--- src/rtl/ptss_pkg.sv ---
`timescale 1ns / 1ps
// ----------------------------------------------------------------------------
// ptss_pkg
// Field widths, command and status codes and shared types of the scheduler.
// ----------------------------------------------------------------------------
package ptss_pkg;

   localparam int CMD_W     = 3;
   localparam int HANDLE_W  = 16;
   localparam int DELAY_W   = 16;
   localparam int PERIOD_W  = 16;
   localparam int RUNS_W    = 16;
   localparam int STATUS_W  = 3;
   localparam int SLOT_W    = 3;
   localparam int CNT_W     = 17;

   // a run scan reports at most this many due slots
   localparam int MAX_RESULTS = 8;
   localparam int DUE_CNT_W   = $clog2(MAX_RESULTS + 1);

   localparam logic [CMD_W-1:0] CMD_ADD    = 3'd0;
   localparam logic [CMD_W-1:0] CMD_DELETE = 3'd1;
   localparam logic [CMD_W-1:0] CMD_CHANGE = 3'd2;
   localparam logic [CMD_W-1:0] CMD_TICK   = 3'd3;
   localparam logic [CMD_W-1:0] CMD_RUN    = 3'd4;

   localparam logic [STATUS_W-1:0] STAT_OK       = 3'd0;
   localparam logic [STATUS_W-1:0] STAT_DUE      = 3'd1;
   localparam logic [STATUS_W-1:0] STAT_FULL     = 3'd2;
   localparam logic [STATUS_W-1:0] STAT_REJECT   = 3'd3;
   localparam logic [STATUS_W-1:0] STAT_NOTFOUND = 3'd4;
   localparam logic [STATUS_W-1:0] STAT_NONEDUE  = 3'd5;

   typedef enum logic [1:0] {
      ST_IDLE,
      ST_SWEEP,
      ST_FINISH
   } ptss_state_type;

   typedef struct packed {
      logic [HANDLE_W-1:0] handle;
      logic [CNT_W-1:0]    countdown;
      logic [PERIOD_W-1:0] period;
      logic [RUNS_W-1:0]   runs;
   } ptss_entry_type;

   typedef struct packed {
      logic [STATUS_W-1:0] status;
      logic [SLOT_W-1:0]   slot_index;
      logic [HANDLE_W-1:0] due_handle;
      logic                slot_freed;
      logic                last;
   } ptss_result_type;

   typedef struct packed {
      logic            push;
      ptss_result_type item;
   } ptss_push_type;

endpackage

--- src/rtl/ptss_channels.sv ---
`timescale 1ns / 1ps
// ----------------------------------------------------------------------------
// ptss channels
// Valid/ready interfaces for the command and result channels.
// ----------------------------------------------------------------------------
interface ptss_req_if import ptss_pkg::*; ();
   logic                valid;
   logic                ready;
   logic [CMD_W-1:0]    command;
   logic [HANDLE_W-1:0] task_handle;
   logic [DELAY_W-1:0]  start_delay;
   logic [PERIOD_W-1:0] period;
   logic [RUNS_W-1:0]   run_count;

   modport source (output valid, command, task_handle, start_delay, period, run_count,
                   input ready);
   modport sink   (input valid, command, task_handle, start_delay, period, run_count,
                   output ready);
   modport monitor (input valid, ready, command, task_handle, start_delay, period,
                    run_count);
endinterface

interface ptss_rsp_if import ptss_pkg::*; ();
   logic                valid;
   logic                ready;
   logic [STATUS_W-1:0] status;
   logic [SLOT_W-1:0]   slot_index;
   logic [HANDLE_W-1:0] due_handle;
   logic                slot_freed;
   logic                last;

   modport source (output valid, status, slot_index, due_handle, slot_freed, last,
                   input ready);
   modport sink   (input valid, status, slot_index, due_handle, slot_freed, last,
                   output ready);
   modport monitor (input valid, ready, status, slot_index, due_handle, slot_freed, last);
endinterface

--- src/rtl/ptss_slot_ram.sv ---
`timescale 1ns / 1ps
// ----------------------------------------------------------------------------
// ptss_slot_ram
// Slot table storage: one write port, one read port, registered read data.
// ----------------------------------------------------------------------------
module ptss_slot_ram import ptss_pkg::*; #(
   parameter int DEPTH = 8,
   localparam int ADDR_W = (DEPTH > 1) ? $clog2(DEPTH) : 1
) (
   input  logic              clock,
   input  logic              wr_en,
   input  logic [ADDR_W-1:0] wr_addr,
   input  ptss_entry_type    wr_data,
   input  logic [ADDR_W-1:0] rd_addr,
   output ptss_entry_type    rd_data
);

   ptss_entry_type mem_ff [DEPTH];
   ptss_entry_type rd_data_ff;

   always_ff @(posedge clock) begin
      if (wr_en) begin
         mem_ff[wr_addr] <= wr_data;
      end
      rd_data_ff <= mem_ff[rd_addr];
   end

   assign rd_data = rd_data_ff;

endmodule

--- src/rtl/ptss_rsp_stage.sv ---
`timescale 1ns / 1ps
// ----------------------------------------------------------------------------
// ptss_rsp_stage
// Output register of the result channel; frees the engine from the sink.
// ----------------------------------------------------------------------------
module ptss_rsp_stage import ptss_pkg::*; (
   input  logic          clock,
   input  logic          reset,
   input  ptss_push_type push,
   output logic          free,
   ptss_rsp_if.source    rsp_bus
);

   logic            valid_ff;
   ptss_result_type item_ff;

   assign free = !valid_ff || rsp_bus.ready;

   always_ff @(posedge clock) begin
      if (reset) begin
         valid_ff <= 1'b0;
      end else if (push.push) begin
         valid_ff <= 1'b1;
      end else if (rsp_bus.ready) begin
         valid_ff <= 1'b0;
      end
   end

   always_ff @(posedge clock) begin
      if (push.push) begin
         item_ff <= push.item;
      end
   end

   assign rsp_bus.valid      = valid_ff;
   assign rsp_bus.status     = item_ff.status;
   assign rsp_bus.slot_index = item_ff.slot_index;
   assign rsp_bus.due_handle = item_ff.due_handle;
   assign rsp_bus.slot_freed = item_ff.slot_freed;
   assign rsp_bus.last       = item_ff.last;

endmodule

--- src/rtl/ptss_engine.sv ---
`timescale 1ns / 1ps
// ----------------------------------------------------------------------------
// ptss_engine
// Command sequencer: sweeps the slot table through the slot memory one entry per
// cycle unless a run scan stalls, updates it in place and feeds the output stage.
// ----------------------------------------------------------------------------
module ptss_engine import ptss_pkg::*; #(
   parameter int NUM_SLOTS = 8,
   parameter int FOREVER_COUNT = 65535,
   localparam int IDX_W = (NUM_SLOTS > 1) ? $clog2(NUM_SLOTS) : 1
) (
   input  logic             clock,
   input  logic             reset,
   ptss_req_if.sink         req_bus,
   input  logic             rsp_free,
   output ptss_push_type    push,
   output logic [IDX_W-1:0] rd_addr,
   input  ptss_entry_type   rd_data,
   output logic             wr_en,
   output logic [IDX_W-1:0] wr_addr,
   output ptss_entry_type   wr_data
);

   localparam logic [IDX_W-1:0]    LAST_IDX = IDX_W'(NUM_SLOTS - 1);
   localparam logic [RUNS_W-1:0]   FOREVER  = RUNS_W'(FOREVER_COUNT);

   ptss_state_type state_ff, state_in;

   logic [CMD_W-1:0]     cmd_ff, cmd_in;
   logic [HANDLE_W-1:0]  handle_ff, handle_in;
   logic [DELAY_W-1:0]   delay_ff, delay_in;
   logic [PERIOD_W-1:0]  period_ff, period_in;
   logic [RUNS_W-1:0]    runs_ff, runs_in;
   logic                 bad_ff, bad_in;

   logic [NUM_SLOTS-1:0] valid_ff, valid_in;
   logic [NUM_SLOTS-1:0] written_ff, written_in;
   logic [IDX_W-1:0]     cur_ff, cur_in;

   logic                 proc_v_ff, proc_v_in;
   logic [IDX_W-1:0]     proc_idx_ff, proc_idx_in;

   logic                 found_ff, found_in;
   logic [IDX_W-1:0]     found_idx_ff, found_idx_in;
   logic [DUE_CNT_W-1:0] due_cnt_ff, due_cnt_in;
   logic                 held_v_ff, held_v_in;
   ptss_result_type      held_ff, held_in;

   logic                 accept;
   logic                 bad_cmd;
   logic                 hit_due;
   logic                 stall;
   logic                 due_freed;
   logic [CNT_W-1:0]     start_cd;
   ptss_entry_type       slot_q;
   ptss_result_type      final_item;

   assign accept = req_bus.valid && req_bus.ready;

   always_comb begin
      unique case (req_bus.command)
         CMD_ADD:    bad_cmd = (req_bus.period == '0) || (req_bus.run_count == '0);
         CMD_CHANGE: bad_cmd = (req_bus.period == '0);
         CMD_DELETE: bad_cmd = 1'b0;
         CMD_TICK:   bad_cmd = 1'b0;
         CMD_RUN:    bad_cmd = 1'b0;
         default:    bad_cmd = 1'b1;
      endcase
   end

   // an entry never written since reset reads as all zero
   assign slot_q   = written_ff[proc_idx_ff] ? rd_data : '0;
   assign start_cd = {1'b0, delay_ff} + CNT_W'(1);
   assign hit_due  = valid_ff[proc_idx_ff] && (slot_q.countdown == '0) &&
                     (due_cnt_ff < DUE_CNT_W'(MAX_RESULTS));
   // hold the sweep while a due item is ready but the previous one cannot leave
   assign stall    = (state_ff == ST_SWEEP) && proc_v_ff && (cmd_ff == CMD_RUN) &&
                     hit_due && held_v_ff && !rsp_free;
   assign wr_addr  = proc_idx_ff;

   // next state
   always_comb begin
      state_in = state_ff;
      unique case (state_ff)
         ST_IDLE: begin
            if (accept) begin
               state_in = bad_cmd ? ST_FINISH : ST_SWEEP;
            end
         end
         ST_SWEEP: begin
            if (proc_v_ff && !stall && (proc_idx_ff == LAST_IDX)) begin
               state_in = ST_FINISH;
            end
         end
         ST_FINISH: begin
            if (rsp_free) begin
               state_in = ST_IDLE;
            end
         end
         default: state_in = ST_IDLE;
      endcase
   end

   // final result of the command
   always_comb begin
      final_item.status     = STAT_REJECT;
      final_item.slot_index = '0;
      final_item.due_handle = handle_ff;
      final_item.slot_freed = 1'b0;
      final_item.last       = 1'b1;
      unique case (cmd_ff)
         CMD_ADD: begin
            if (!bad_ff) begin
               if (found_ff) begin
                  final_item.status     = STAT_OK;
                  final_item.slot_index = SLOT_W'(found_idx_ff);
               end else begin
                  final_item.status = STAT_FULL;
               end
            end
         end
         CMD_DELETE: begin
            if (found_ff) begin
               final_item.status     = STAT_OK;
               final_item.slot_index = SLOT_W'(found_idx_ff);
            end else begin
               final_item.status = STAT_NOTFOUND;
            end
         end
         CMD_CHANGE: begin
            final_item.status     = bad_ff ? STAT_REJECT : STAT_OK;
            final_item.slot_index = SLOT_W'(cur_ff);
         end
         CMD_TICK: begin
            final_item.status     = STAT_OK;
            final_item.due_handle = '0;
         end
         CMD_RUN: begin
            if (held_v_ff) begin
               final_item      = held_ff;
               final_item.last = 1'b1;
            end else begin
               final_item.status     = STAT_NONEDUE;
               final_item.due_handle = '0;
            end
         end
         default: final_item.due_handle = '0;
      endcase
   end

   // outputs and datapath
   always_comb begin
      req_bus.ready = 1'b0;
      cmd_in        = cmd_ff;
      handle_in     = handle_ff;
      delay_in      = delay_ff;
      period_in     = period_ff;
      runs_in       = runs_ff;
      bad_in        = bad_ff;
      valid_in      = valid_ff;
      written_in    = written_ff;
      cur_in        = cur_ff;
      proc_v_in     = proc_v_ff;
      proc_idx_in   = proc_idx_ff;
      found_in      = found_ff;
      found_idx_in  = found_idx_ff;
      due_cnt_in    = due_cnt_ff;
      held_v_in     = held_v_ff;
      held_in       = held_ff;
      rd_addr       = proc_idx_ff;
      wr_en         = 1'b0;
      wr_data       = slot_q;
      push          = '0;
      due_freed     = 1'b0;

      unique case (state_ff)
         ST_IDLE: begin
            req_bus.ready = 1'b1;
            rd_addr       = '0;
            if (accept) begin
               cmd_in      = req_bus.command;
               handle_in   = req_bus.task_handle;
               delay_in    = req_bus.start_delay;
               period_in   = req_bus.period;
               runs_in     = req_bus.run_count;
               bad_in      = bad_cmd;
               found_in    = 1'b0;
               due_cnt_in  = '0;
               held_v_in   = 1'b0;
               proc_v_in   = !bad_cmd;
               proc_idx_in = '0;
            end
         end
         ST_SWEEP: begin
            if (proc_v_ff && !stall) begin
               unique case (cmd_ff)
                  CMD_ADD: begin
                     if (!found_ff && !valid_ff[proc_idx_ff]) begin
                        wr_en                 = 1'b1;
                        wr_data.handle        = handle_ff;
                        wr_data.countdown     = start_cd;
                        wr_data.period        = period_ff;
                        wr_data.runs          = runs_ff;
                        valid_in[proc_idx_ff] = 1'b1;
                        found_in              = 1'b1;
                        found_idx_in          = proc_idx_ff;
                     end
                  end
                  CMD_DELETE: begin
                     if (!found_ff && valid_ff[proc_idx_ff] &&
                         (slot_q.handle == handle_ff)) begin
                        valid_in[proc_idx_ff] = 1'b0;
                        found_in              = 1'b1;
                        found_idx_in          = proc_idx_ff;
                     end
                  end
                  CMD_CHANGE: begin
                     // keep the run count of the slot
                     if (proc_idx_ff == cur_ff) begin
                        wr_en                 = 1'b1;
                        wr_data.handle        = handle_ff;
                        wr_data.countdown     = start_cd;
                        wr_data.period        = period_ff;
                        valid_in[proc_idx_ff] = 1'b1;
                     end
                  end
                  CMD_TICK: begin
                     if (slot_q.countdown != '0) begin
                        wr_en             = 1'b1;
                        wr_data.countdown = slot_q.countdown - CNT_W'(1);
                     end
                  end
                  CMD_RUN: begin
                     if (hit_due) begin
                        wr_en             = 1'b1;
                        wr_data.countdown = {1'b0, slot_q.period};
                        cur_in            = proc_idx_ff;
                        if (slot_q.runs != FOREVER) begin
                           if (slot_q.runs <= RUNS_W'(1)) begin
                              wr_data.runs          = '0;
                              valid_in[proc_idx_ff] = 1'b0;
                              due_freed             = 1'b1;
                           end else begin
                              wr_data.runs = slot_q.runs - RUNS_W'(1);
                           end
                        end
                        // release the earlier due item, keep this one for last flag
                        if (held_v_ff) begin
                           push.push = 1'b1;
                           push.item = held_ff;
                        end
                        held_in.status     = STAT_DUE;
                        held_in.slot_index = SLOT_W'(proc_idx_ff);
                        held_in.due_handle = slot_q.handle;
                        held_in.slot_freed = due_freed;
                        held_in.last       = 1'b0;
                        held_v_in          = 1'b1;
                        due_cnt_in         = due_cnt_ff + DUE_CNT_W'(1);
                     end
                  end
                  default: ;
               endcase
               if (wr_en) begin
                  written_in[proc_idx_ff] = 1'b1;
               end
               if (proc_idx_ff == LAST_IDX) begin
                  proc_v_in = 1'b0;
               end else begin
                  proc_idx_in = proc_idx_ff + IDX_W'(1);
                  rd_addr     = proc_idx_ff + IDX_W'(1);
               end
            end
         end
         ST_FINISH: begin
            push.push = rsp_free;
            push.item = final_item;
         end
         default: ;
      endcase
   end

   always_ff @(posedge clock) begin
      if (reset) begin
         state_ff   <= ST_IDLE;
         valid_ff   <= '0;
         written_ff <= '0;
         cur_ff     <= '0;
         proc_v_ff  <= 1'b0;
         found_ff   <= 1'b0;
         due_cnt_ff <= '0;
         held_v_ff  <= 1'b0;
      end else begin
         state_ff   <= state_in;
         valid_ff   <= valid_in;
         written_ff <= written_in;
         cur_ff     <= cur_in;
         proc_v_ff  <= proc_v_in;
         found_ff   <= found_in;
         due_cnt_ff <= due_cnt_in;
         held_v_ff  <= held_v_in;
      end
   end

   always_ff @(posedge clock) begin
      cmd_ff       <= cmd_in;
      handle_ff    <= handle_in;
      delay_ff     <= delay_in;
      period_ff    <= period_in;
      runs_ff      <= runs_in;
      bad_ff       <= bad_in;
      proc_idx_ff  <= proc_idx_in;
      found_idx_ff <= found_idx_in;
      held_ff      <= held_in;
   end

endmodule

--- src/rtl/periodic_task_slot_scheduler.sv ---
`timescale 1ns / 1ps
// ----------------------------------------------------------------------------
// periodic_task_slot_scheduler
// Time-triggered task slot table: add, delete, change, tick and run scan.
// ----------------------------------------------------------------------------
//   channel   direction  handshake     carries
//   req_bus   in         valid/ready   command, task_handle, start_delay,
//                                      period, run_count
//   rsp_bus   out        valid/ready   status, slot_index, due_handle,
//                                      slot_freed, last
//
// A command is accepted, then the sweep does one slot memory read per slot,
// then the final result is issued. A rejected or unknown command skips the
// sweep and goes to the final result. Each slot visit is bound by the
// single read port of the slot memory. A stalled result channel holds the
// sweep of a run scan and the final result. After reset no clearing pass runs:
// per-slot written bits make untouched entries read as zero.
// ----------------------------------------------------------------------------
module periodic_task_slot_scheduler import ptss_pkg::*; #(
   parameter int NUM_SLOTS = 8,
   parameter int FOREVER_COUNT = 65535
) (
   input  logic       clock,
   input  logic       reset,
   ptss_req_if.sink   req_bus,
   ptss_rsp_if.source rsp_bus
);

   localparam int IDX_W = (NUM_SLOTS > 1) ? $clog2(NUM_SLOTS) : 1;

   logic             rsp_free;
   ptss_push_type    push;
   logic [IDX_W-1:0] rd_addr;
   logic [IDX_W-1:0] wr_addr;
   logic             wr_en;
   ptss_entry_type   rd_data;
   ptss_entry_type   wr_data;

   ptss_engine #(
      .NUM_SLOTS     (NUM_SLOTS),
      .FOREVER_COUNT (FOREVER_COUNT)
   ) u_engine (
      .clock    (clock),
      .reset    (reset),
      .req_bus  (req_bus),
      .rsp_free (rsp_free),
      .push     (push),
      .rd_addr  (rd_addr),
      .rd_data  (rd_data),
      .wr_en    (wr_en),
      .wr_addr  (wr_addr),
      .wr_data  (wr_data)
   );

   ptss_slot_ram #(
      .DEPTH (NUM_SLOTS)
   ) u_slot_ram (
      .clock   (clock),
      .wr_en   (wr_en),
      .wr_addr (wr_addr),
      .wr_data (wr_data),
      .rd_addr (rd_addr),
      .rd_data (rd_data)
   );

   ptss_rsp_stage u_rsp_stage (
      .clock   (clock),
      .reset   (reset),
      .push    (push),
      .free    (rsp_free),
      .rsp_bus (rsp_bus)
   );

endmodule

--- src/flat_wrapper.sv ---
// flat-port wrapper written by rule: the top's interface ports become plain ports
module periodic_task_slot_scheduler_flat import ptss_pkg::*;
#(
   parameter int NUM_SLOTS = 8,
   parameter int FOREVER_COUNT = 65535
)
  (clock, reset, req_bus_valid, req_bus_command, req_bus_task_handle, req_bus_start_delay, req_bus_period, req_bus_run_count, req_bus_ready, rsp_bus_valid, rsp_bus_status, rsp_bus_slot_index, rsp_bus_due_handle, rsp_bus_slot_freed, rsp_bus_last, rsp_bus_ready);
  ptss_req_if req_bus_i ();
  ptss_rsp_if rsp_bus_i ();
  input  logic clock;
  input  logic reset;
  input wire logic [$bits(req_bus_i.valid)-1:0] req_bus_valid;
  input wire logic [$bits(req_bus_i.command)-1:0] req_bus_command;
  input wire logic [$bits(req_bus_i.task_handle)-1:0] req_bus_task_handle;
  input wire logic [$bits(req_bus_i.start_delay)-1:0] req_bus_start_delay;
  input wire logic [$bits(req_bus_i.period)-1:0] req_bus_period;
  input wire logic [$bits(req_bus_i.run_count)-1:0] req_bus_run_count;
  output wire logic [$bits(req_bus_i.ready)-1:0] req_bus_ready;
  output wire logic [$bits(rsp_bus_i.valid)-1:0] rsp_bus_valid;
  output wire logic [$bits(rsp_bus_i.status)-1:0] rsp_bus_status;
  output wire logic [$bits(rsp_bus_i.slot_index)-1:0] rsp_bus_slot_index;
  output wire logic [$bits(rsp_bus_i.due_handle)-1:0] rsp_bus_due_handle;
  output wire logic [$bits(rsp_bus_i.slot_freed)-1:0] rsp_bus_slot_freed;
  output wire logic [$bits(rsp_bus_i.last)-1:0] rsp_bus_last;
  input wire logic [$bits(rsp_bus_i.ready)-1:0] rsp_bus_ready;
  assign req_bus_i.valid = req_bus_valid;
  assign req_bus_i.command = req_bus_command;
  assign req_bus_i.task_handle = req_bus_task_handle;
  assign req_bus_i.start_delay = req_bus_start_delay;
  assign req_bus_i.period = req_bus_period;
  assign req_bus_i.run_count = req_bus_run_count;
  assign req_bus_ready = req_bus_i.ready;
  assign rsp_bus_valid = rsp_bus_i.valid;
  assign rsp_bus_status = rsp_bus_i.status;
  assign rsp_bus_slot_index = rsp_bus_i.slot_index;
  assign rsp_bus_due_handle = rsp_bus_i.due_handle;
  assign rsp_bus_slot_freed = rsp_bus_i.slot_freed;
  assign rsp_bus_last = rsp_bus_i.last;
  assign rsp_bus_i.ready = rsp_bus_ready;
  periodic_task_slot_scheduler #(.NUM_SLOTS(NUM_SLOTS), .FOREVER_COUNT(FOREVER_COUNT)) u_core (.clock(clock), .reset(reset), .req_bus(req_bus_i), .rsp_bus(rsp_bus_i));
endmodule
--- config.mk ---
export PLATFORM = sky130hd
export DESIGN_NAME = periodic_task_slot_scheduler_flat
export DESIGN_NICKNAME = d
export VERILOG_FILES = /design/src/rtl/ptss_pkg.sv /design/src/rtl/ptss_channels.sv /design/src/rtl/ptss_slot_ram.sv /design/src/rtl/ptss_rsp_stage.sv /design/src/rtl/ptss_engine.sv /design/src/rtl/periodic_task_slot_scheduler.sv /design/src/flat_wrapper.sv
export SDC_FILE = /design/constraint.sdc
export NUM_CORES = 1
export LEC_CHECK = 0
export ABC_AREA = 1
export BUFFER_PORTS_ARGS = -buffer_cell sky130_fd_sc_hd__buf_2
export CORE_MARGIN = 1.5
export CORE_UTILIZATION = 50
export CTS_BUF_LIST = sky130_fd_sc_hd__clkbuf_4
export DETAILED_ROUTE_END_ITERATION = 6
export PLACE_DENSITY = 0.66
export SLEW_MARGIN = 20
export SYNTH_ARGS = -nofsm -noshare
export SYNTH_HDL_FRONTEND = slang
export SYNTH_SLANG_ARGS = --single-unit
--- constraint.sdc ---
create_clock -name clock -period 15.2 [get_ports clock]
set_clock_uncertainty 0.15 [all_clocks]
set_input_delay 1.52 -clock clock [delete_from_list [all_inputs] [get_ports clock]]
set_output_delay 1.52 -clock clock [all_outputs]
set_load 0.05 [all_outputs]
==> results.txt, run 1 <==
layout cells sized above 1 = 12.7%
Max Cap Viol = 0
Final Max Tran Viols = 0
violated checks = design-rule violations
most used cell, CP = nand2_1
area of the die = 68700 µm²
GRT Total Usage = 24.9%
Synth-to-Final Area Change = 10.3%
crit-path max cell delay = 860 ps
Final Hold Vio Count = 0
die height = 262 µm
Synth top area share = 57.1%
sequence of cells on the critical path = clkinv_2 -> nand2_1 -> nand3_2 -> nand2_2 -> inv_2 -> nand2_2 -> buf_4 -> o41ai_2 -> nand3_2 -> nor2_8 -> nand4_4 -> nand3_1 -> nand3_1 -> nand2_4 -> inv_4 -> buf_4 -> nand3_1 -> nand2_1 -> nand2_1 -> nand2_1
Final Cell Area = 37000 µm²
CTS tree = done
Final #Nets = 3751
most common cell in the netlist = nand2_1
Post-route DRC = 2
Peak Freq = 0.163 GHz
antenna-violating nets left = 0
drt pass-1 iters = 7
outcome = finished, violations left
HPWL reported at the end of detailed placement = 48300 µm
Synth Instances = 3518
Clk Latency, worst-skew pair = 1010 ps
Post-Syn Area per Cell = 9.54 µm²
crit path max fanout = 67
pwr dens = 197 nW/µm²
die width = 262 µm
endpoint type of the worst setup path = register
initial antenna violation count = 1
dpl cell area = 34500 µm²
sequential-to-total area share from yosys stat = 62.7%
Clk pin slew, worst setup/hold paths = 70 ps
Starting Density = 50.8%
H-tree levels = 4
EDFF count, synth = 638
synth top area cells = edfxtp_1, nand2_1, nand3_1, inv_1, dfxtp_1
synth unique cells = 53
CTS sink count = 732
clock network power share = 23.6%
DR vias = 24365
top cell type by total area after synthesis = edfxtp_1
slowest stage cell, crit path = inv_4
core box area = 66100 µm²
Rows = 94
minimum clock period = 6120 ps
reg2reg path depth = 20
worst setup path start = u_core.u_engine.wr_addr[0]$_SDFFCE_PN0P_
Starting DRT DRC Count = 1918
first-pass GRT wire length = 130000 µm
RSZ-0062 raised after global routing = no
# fillers = 5845
Port-buffer cells = 96
Int Pwr = 4.30 mW
root buf cell = clkbuf_4
Sw Ratio = 41.0%
flops & latches, synth = 732
I/O pins = 97
crit path to = u_core.u_slot_ram.rd_data[40]$_DFF_P_
Num CTS Buffers = 184
synthesis warning total = 0
hold-fix buffer count after cts = 0
Util after Layout = 56.0%
vias in the first global route = 23543
Most used DFF post-synth = edfxtp_1
Critical Setup Path Class = register to register
max_slew headroom = 22.5%
Commonest cells post-synth = nand2_1, inv_1, edfxtp_1, nand3_1, nor2_1
setup violators final = 0
Worst R2R End = u_core.u_slot_ram.rd_data[40]$_DFF_P_
WL/cell = 18.0 µm
Final Cycle Share = 40.3%
Seq pwr share = 37.4%
total gr overflow = 0
setup tns final = 0 ps
CTS resizes = 0
Synthesized Nets = 3601
fraction of registers with async set/reset = 0%
Syn Std Cell Area = 33600 µm²
final wirelength = 84400 µm
Crit path arrival time = 6890 ps
Reg2Reg Setup Slack = 9080 ps
largest net degree at the start of global routing = 97
Switch Pwr = 2.99 mW
Worst Path Required = 15970 ps
worst hold path type = register to register
Logic pwr share = 39.1%
Post-CTS Setup Bufs = 0
Slew @ Worst Pin = 1150 ps
gp weighted congestion = 0.923
VDD IR-drop max = 0.000152 V
Leak = 16.6 nW
Startpoint Class = register
vias per cell = 5.20
clock buffer depth = 3
Hold Path Stages = 2
Crit Reg-Reg Startpoint = u_core.u_engine.wr_addr[0]$_SDFFCE_PN0P_
area of the multi-input gates = 8950 µm²
storage element area = 21000 µm²
==> through the flow <==
step	total power [mW]	instances	setup slack [ps]	hold WS, ps
2_1_floorplan	4.87	3518	10370	285
3_3_place_gp	5.56	4346	9230	306
3_5_place_dp	5.59	4346	9090	306
4_1_cts	7.32	4684	9030	318
5_1_grt	7.78	4685	8650	362
6_report	7.29	4685	9080	319
==> power groups by stage <==
| stage | clock (mW) | combinational [mW] | sequential, mW |
|---|---|---|---|
| 2_1_floorplan | 0 | 2.13 | 2.74 |
| 3_3_place_gp | 0 | 2.80 | 2.76 |
| 3_5_place_dp | 0 | 2.83 | 2.76 |
| 4_1_cts | 1.76 | 2.84 | 2.72 |
| 5_1_grt | 1.86 | 3.18 | 2.74 |
| 6_report | 1.72 | 2.85 | 2.73 |
==> critical path: cells and delay by family (launching register included) <==
family          cells  cell delay (ps)
buf+inv             5             2600
compound gates      1              240
flops               1              830
simple gates       14             2120
==> logic make-up after synthesis <==
logic type	after synthesis	synth area share, %
AO/OA/AOI/OAI	261	4.68
XOR/XNOR	21	0.548
adder cells (fa/ha/maj)	12	0.447
buffers and inverters	889	10.9
flip-flops	732	62.7
multiplexers	1	0.0298
AND/OR/NAND/NOR	1602	20.8
==> metal layers <==
layer | vias to the layer above | GRT usage (%) | share of wire (%)
met5 | - | 0 | 0
met1 | 11502 | 31.8 | 42
met4 | 0 | 10.9 | 3.2
met2 | 778 | 41.2 | 49
li1 | 11918 | - | -
met3 | 167 | 4.95 | 6.4
==> flip-flops by register name, summed over array words and instances, names as in the netlist, 2 cells and up, named ones only <==
name / cells
u_core.u_engine.wr_addr: 3
u_core.u_slot_ram.rd_data: 65
u_core.u_rsp_stage.rsp_bus.status: 3
u_core.u_rsp_stage.rsp_bus.slot_index: 3
u_core.u_engine.runs_ff: 16
u_core.u_engine.found_idx_ff: 3
u_core.u_engine.cmd_ff: 3
u_core.u_engine.cur_ff: 3
u_core.u_engine.state_ff: 2
u_core.u_rsp_stage.rsp_bus.due_handle: 16
u_core.u_engine.handle_ff: 16
u_core.u_engine.due_cnt_ff: 4
u_core.u_engine.delay_ff: 16
u_core.u_engine.period_ff: 16
u_core.u_slot_ram.mem_ff: 520
u_core.u_engine.held_ff: 20
u_core.u_engine.written_ff: 8
==> cell type report <==
cell class,count,area share [%]
Tap cell,864,2.92
Inverter,722,7.38
Clock buffer,292,5.92
Sequential cell,732,56.8
Antenna cell,1,0.00676
Clock inverter,46,0.804
Multi-Input combinational cell,1897,24.2
Timing Repair Buffer,131,2.01
==> how the worst min path moves through the flow <==
stage                                                           from                                         end  slack [ps]
after floorplan               u_core.u_engine.held_v_ff$_SDFFE_PP0P_      u_core.u_engine.held_v_ff$_SDFFE_PP0P_         280
after global placement        u_core.u_engine.held_v_ff$_SDFFE_PP0P_      u_core.u_engine.held_v_ff$_SDFFE_PP0P_         310
after detailed placement  u_core.u_engine.written_ff[7]$_SDFFE_PP0P_  u_core.u_engine.written_ff[7]$_SDFFE_PP0P_         310
after CTS                 u_core.u_engine.written_ff[2]$_SDFFE_PP0P_  u_core.u_engine.written_ff[2]$_SDFFE_PP0P_         320
after global routing      u_core.u_engine.written_ff[1]$_SDFFE_PP0P_  u_core.u_engine.written_ff[1]$_SDFFE_PP0P_         360
final                     u_core.u_engine.written_ff[6]$_SDFFE_PP0P_  u_core.u_engine.written_ff[6]$_SDFFE_PP0P_         320
==> cell usage in the layout, fill, tap and decap left out, drive strengths merged, types with 47 or more instances in the layout <==
cell type  netlist  final
a21oi           47     47
buf            112    131
clkbuf          55    292
dfxtp           94     94
edfxtp         638    638
inv            720    724
nand2          847    847
nand3          572    572
nor2           127    127
o21ai          113    113
Power figures use the tool's default switching activity.
==> inputs of run 2 (changes only) <==
--- a/config.mk
+++ b/config.mk
@@ -11,7 +11,7 @@
 export CORE_UTILIZATION = 50
 export CTS_BUF_LIST = sky130_fd_sc_hd__clkbuf_4
 export DETAILED_ROUTE_END_ITERATION = 6
-export PLACE_DENSITY = 0.66
+export PLACE_DENSITY = 0.69
 export SLEW_MARGIN = 20
 export SYNTH_ARGS = -nofsm -noshare
 export SYNTH_HDL_FRONTEND = slang
==> constraint.sdc (replaced) <==
create_clock -name clock -period 5.6 [get_ports clock]
set_clock_uncertainty 0.15 [all_clocks]
set_input_delay 0.56 -clock clock [delete_from_list [all_inputs] [get_ports clock]]
set_output_delay 0.56 -clock clock [all_outputs]
set_load 0.05 [all_outputs]
==> run 2 against run 1 <==
The run now ends clean. Flip-flop and latch count unchanged. Final cell count increased by 2.8%. Largest cell class unchanged. Critical path depth decreased by 2. Critical path type unchanged.
==> results.txt, run 2 (synthesis gave the netlist of run 1 again) <==
largest register by flop count = u_core.u_slot_ram.mem_ff
Final Hold Vio Count = 0 (unchanged)
crit path max fanout = 31 (-54%)
commonest non-fill, non-tap cell in the layout = nand2_1
DR vias = 25198 (+3.4%)
Synth-to-Final Area Change = 14.9%
gp weighted congestion = 0.963 (+4.4%)
H-tree levels = 4 (unchanged)
Switch Pwr = 8.32 mW (+180%)
Slew @ Worst Pin = 1110 ps (-41.1 ps)
CTS sink count = 732 (unchanged)
vias per cell = 5.23 (+0.58%)
Seq pwr share = 36.5% (-0.9 points)
largest net degree at the start of global routing = 131 (+35%)
initial antenna violation count = 2 (+1)
worst hold path type = input pin to register
vias in the first global route = 24619 (+4.6%)
Rows = 94 (unchanged)
Place WS = 883 ps (-8210 ps)
root buf cell = clkbuf_4
final wirelength = 86900 µm (+2.9%)
# fillers = 5680 (-2.8%)
Int Pwr = 12.0 mW (+180%)
Peak Freq = 0.208 GHz (+27%)
total gr overflow = 0 (unchanged)
antenna-violating nets left = 0 (unchanged)
minimum clock period = 4810 ps (-1300 ps)
WL/cell = 18.0 µm (+0.11%)
reg2reg path depth = 18 (-10%)
layout cells sized above 1 = 13.4% (+0.74 points)
endpoint type of the worst setup path = register
drt pass-1 iters = 5 (-2)
max_slew headroom = 25.2% (+2.6 points)
die height = 262 µm (unchanged)
clock network power share = 23.6% (about the same)
GRT Total Usage = 25.8% (+0.86 points)
max reg flops = 520 (unchanged)
Critical Setup Path Class = register to register
die width = 262 µm (unchanged)
RSZ-0062 raised after global routing = no
Leak = 17.3 nW (+4.2%)
Port-buffer cells = 96 (unchanged)
setup violators final = 0 (unchanged)
Logic pwr share = 39.9% (+0.8 points)
Hold WS = 79.7 ps (-239 ps)
Post-route DRC = 0 (-2)
setup tns final = 0 ps (unchanged)
CTS tree = done
core box area = 66100 µm² (unchanged)
I/O pins = 97 (unchanged)
Final Max Tran Viols = 0 (unchanged)
hold-fix buffer count after cts = 87 (+87)
CTS resizes = 0 (unchanged)
Max Cap Viol = 0 (unchanged)
outcome = complete, no violations
Crit path arrival time = 5310 ps (-1580 ps)
Util after Layout = 58.3% (+2.3 points)
Startpoint Class = register
Starting Density = 50.8% (unchanged)
clock buffer depth = 3 (unchanged)
most frequent cells in the layout = nand2_1, inv_1, edfxtp_1, nand3_1, clkbuf_4
area of the die = 68700 µm² (unchanged)
Sw Ratio = 40.9% (-0.13 points)
Clk Latency, worst-skew pair = 1050 ps (+40 ps)
Worst Path Required = 6100 ps (-9870 ps)
Hold Path Stages = 2 (unchanged)
pwr dens = 528 nW/µm² (+170%)
HPWL reported at the end of detailed placement = 51600 µm (+7.0%)
Post-CTS Setup Bufs = 0 (unchanged)
Clk pin slew, worst setup/hold paths = 70 ps (about the same)
Num CTS Buffers = 185 (+0.54%)
first-pass GRT wire length = 135000 µm (+4.1%)
post-route setup slack = 785 ps (-8300 ps)
Final #Nets = 3883 (+3.5%)
VDD IR-drop max = 0.000585 V (+280%)
Final Cycle Share = 86.0% (+46 points)
Starting DRT DRC Count = 2074 (+8.1%)
run 2: worst paths after layout:
check                                             startpoint                                         end  slack (ps)
setup reg to reg    u_core.u_engine.wr_addr[0]$_SDFFCE_PN0P_   u_core.u_slot_ram.mem_ff[7][30]$_DFFE_PP_         790
hold reg to reg   u_core.u_engine.written_ff[2]$_SDFFE_PP0P_  u_core.u_engine.written_ff[2]$_SDFFE_PP0P_         320
hold / removal                        req_bus_task_handle[9]      u_core.u_engine.handle_ff[9]$_DFFE_PP_          80
setup / recovery    u_core.u_engine.wr_addr[0]$_SDFFCE_PN0P_   u_core.u_slot_ram.mem_ff[7][30]$_DFFE_PP_         790
run 2: layout make-up:
cell class	instances	area [µm²]	share of cell area (%)
diodes	2	5.00	0.0130
clock buffers	296	2220	5.76
clock inverters	42	337	0.873
inverters	722	2730	7.07
multi-input cells	1897	8950	23.2
flip-flops and latches	732	21000	54.6
well taps	864	1080	2.80
repair buffers	262	2210	5.72
run 2: power by group through the flow:
| stage | combinational, mW | sequential (mW) | clock, mW |
|---|---|---|---|
| finish | 8.12 | 7.43 | 4.81 |
| floorplan | 5.79 | 7.43 | 0 |
| CTS | 8.04 | 7.41 | 4.91 |
| global route | 9.02 | 7.45 | 5.19 |
| detailed placement | 7.96 | 7.52 | 0 |
| global placement | 7.90 | 7.53 | 0 |
run 2: critical path: stages (launching register included):
cell      delay [ps]
edfxtp_1         850
clkinv_2         350
nand2_1          160
nand3_2           80
nand2_2          110
inv_2             40
nand2_2          100
buf_4            340
o21ai_1          190
nand3_2          170
nor2_8            70
nand4_4           90
nand2_4           90
nor2_4           180
inv_1            150
a31oi_2          420
nand2_1          170
clkinv_2         360
buf_12           300
run 2: stage by stage:
stage          instances  cell area, µm²  total power, mW
3_5_place_dp        4390           35100             15.5
2_1_floorplan       3518           33600             13.2
4_1_cts             4815           38500             20.4
3_3_place_gp        4390           35100             15.4
5_1_grt             4817           38600             21.7
6_report            4817           38600             20.4
run 2: routing by layer:
layer | track usage [%] | vias to the layer above | wire, µm
li1 | - | 12181 | -
met1 | 32.8 | 11801 | 35100
met2 | 42.3 | 1019 | 42700
met3 | 4.87 | 197 | 5950
met4 | 12.8 | 0 | 3180
met5 | 0 | - | 0
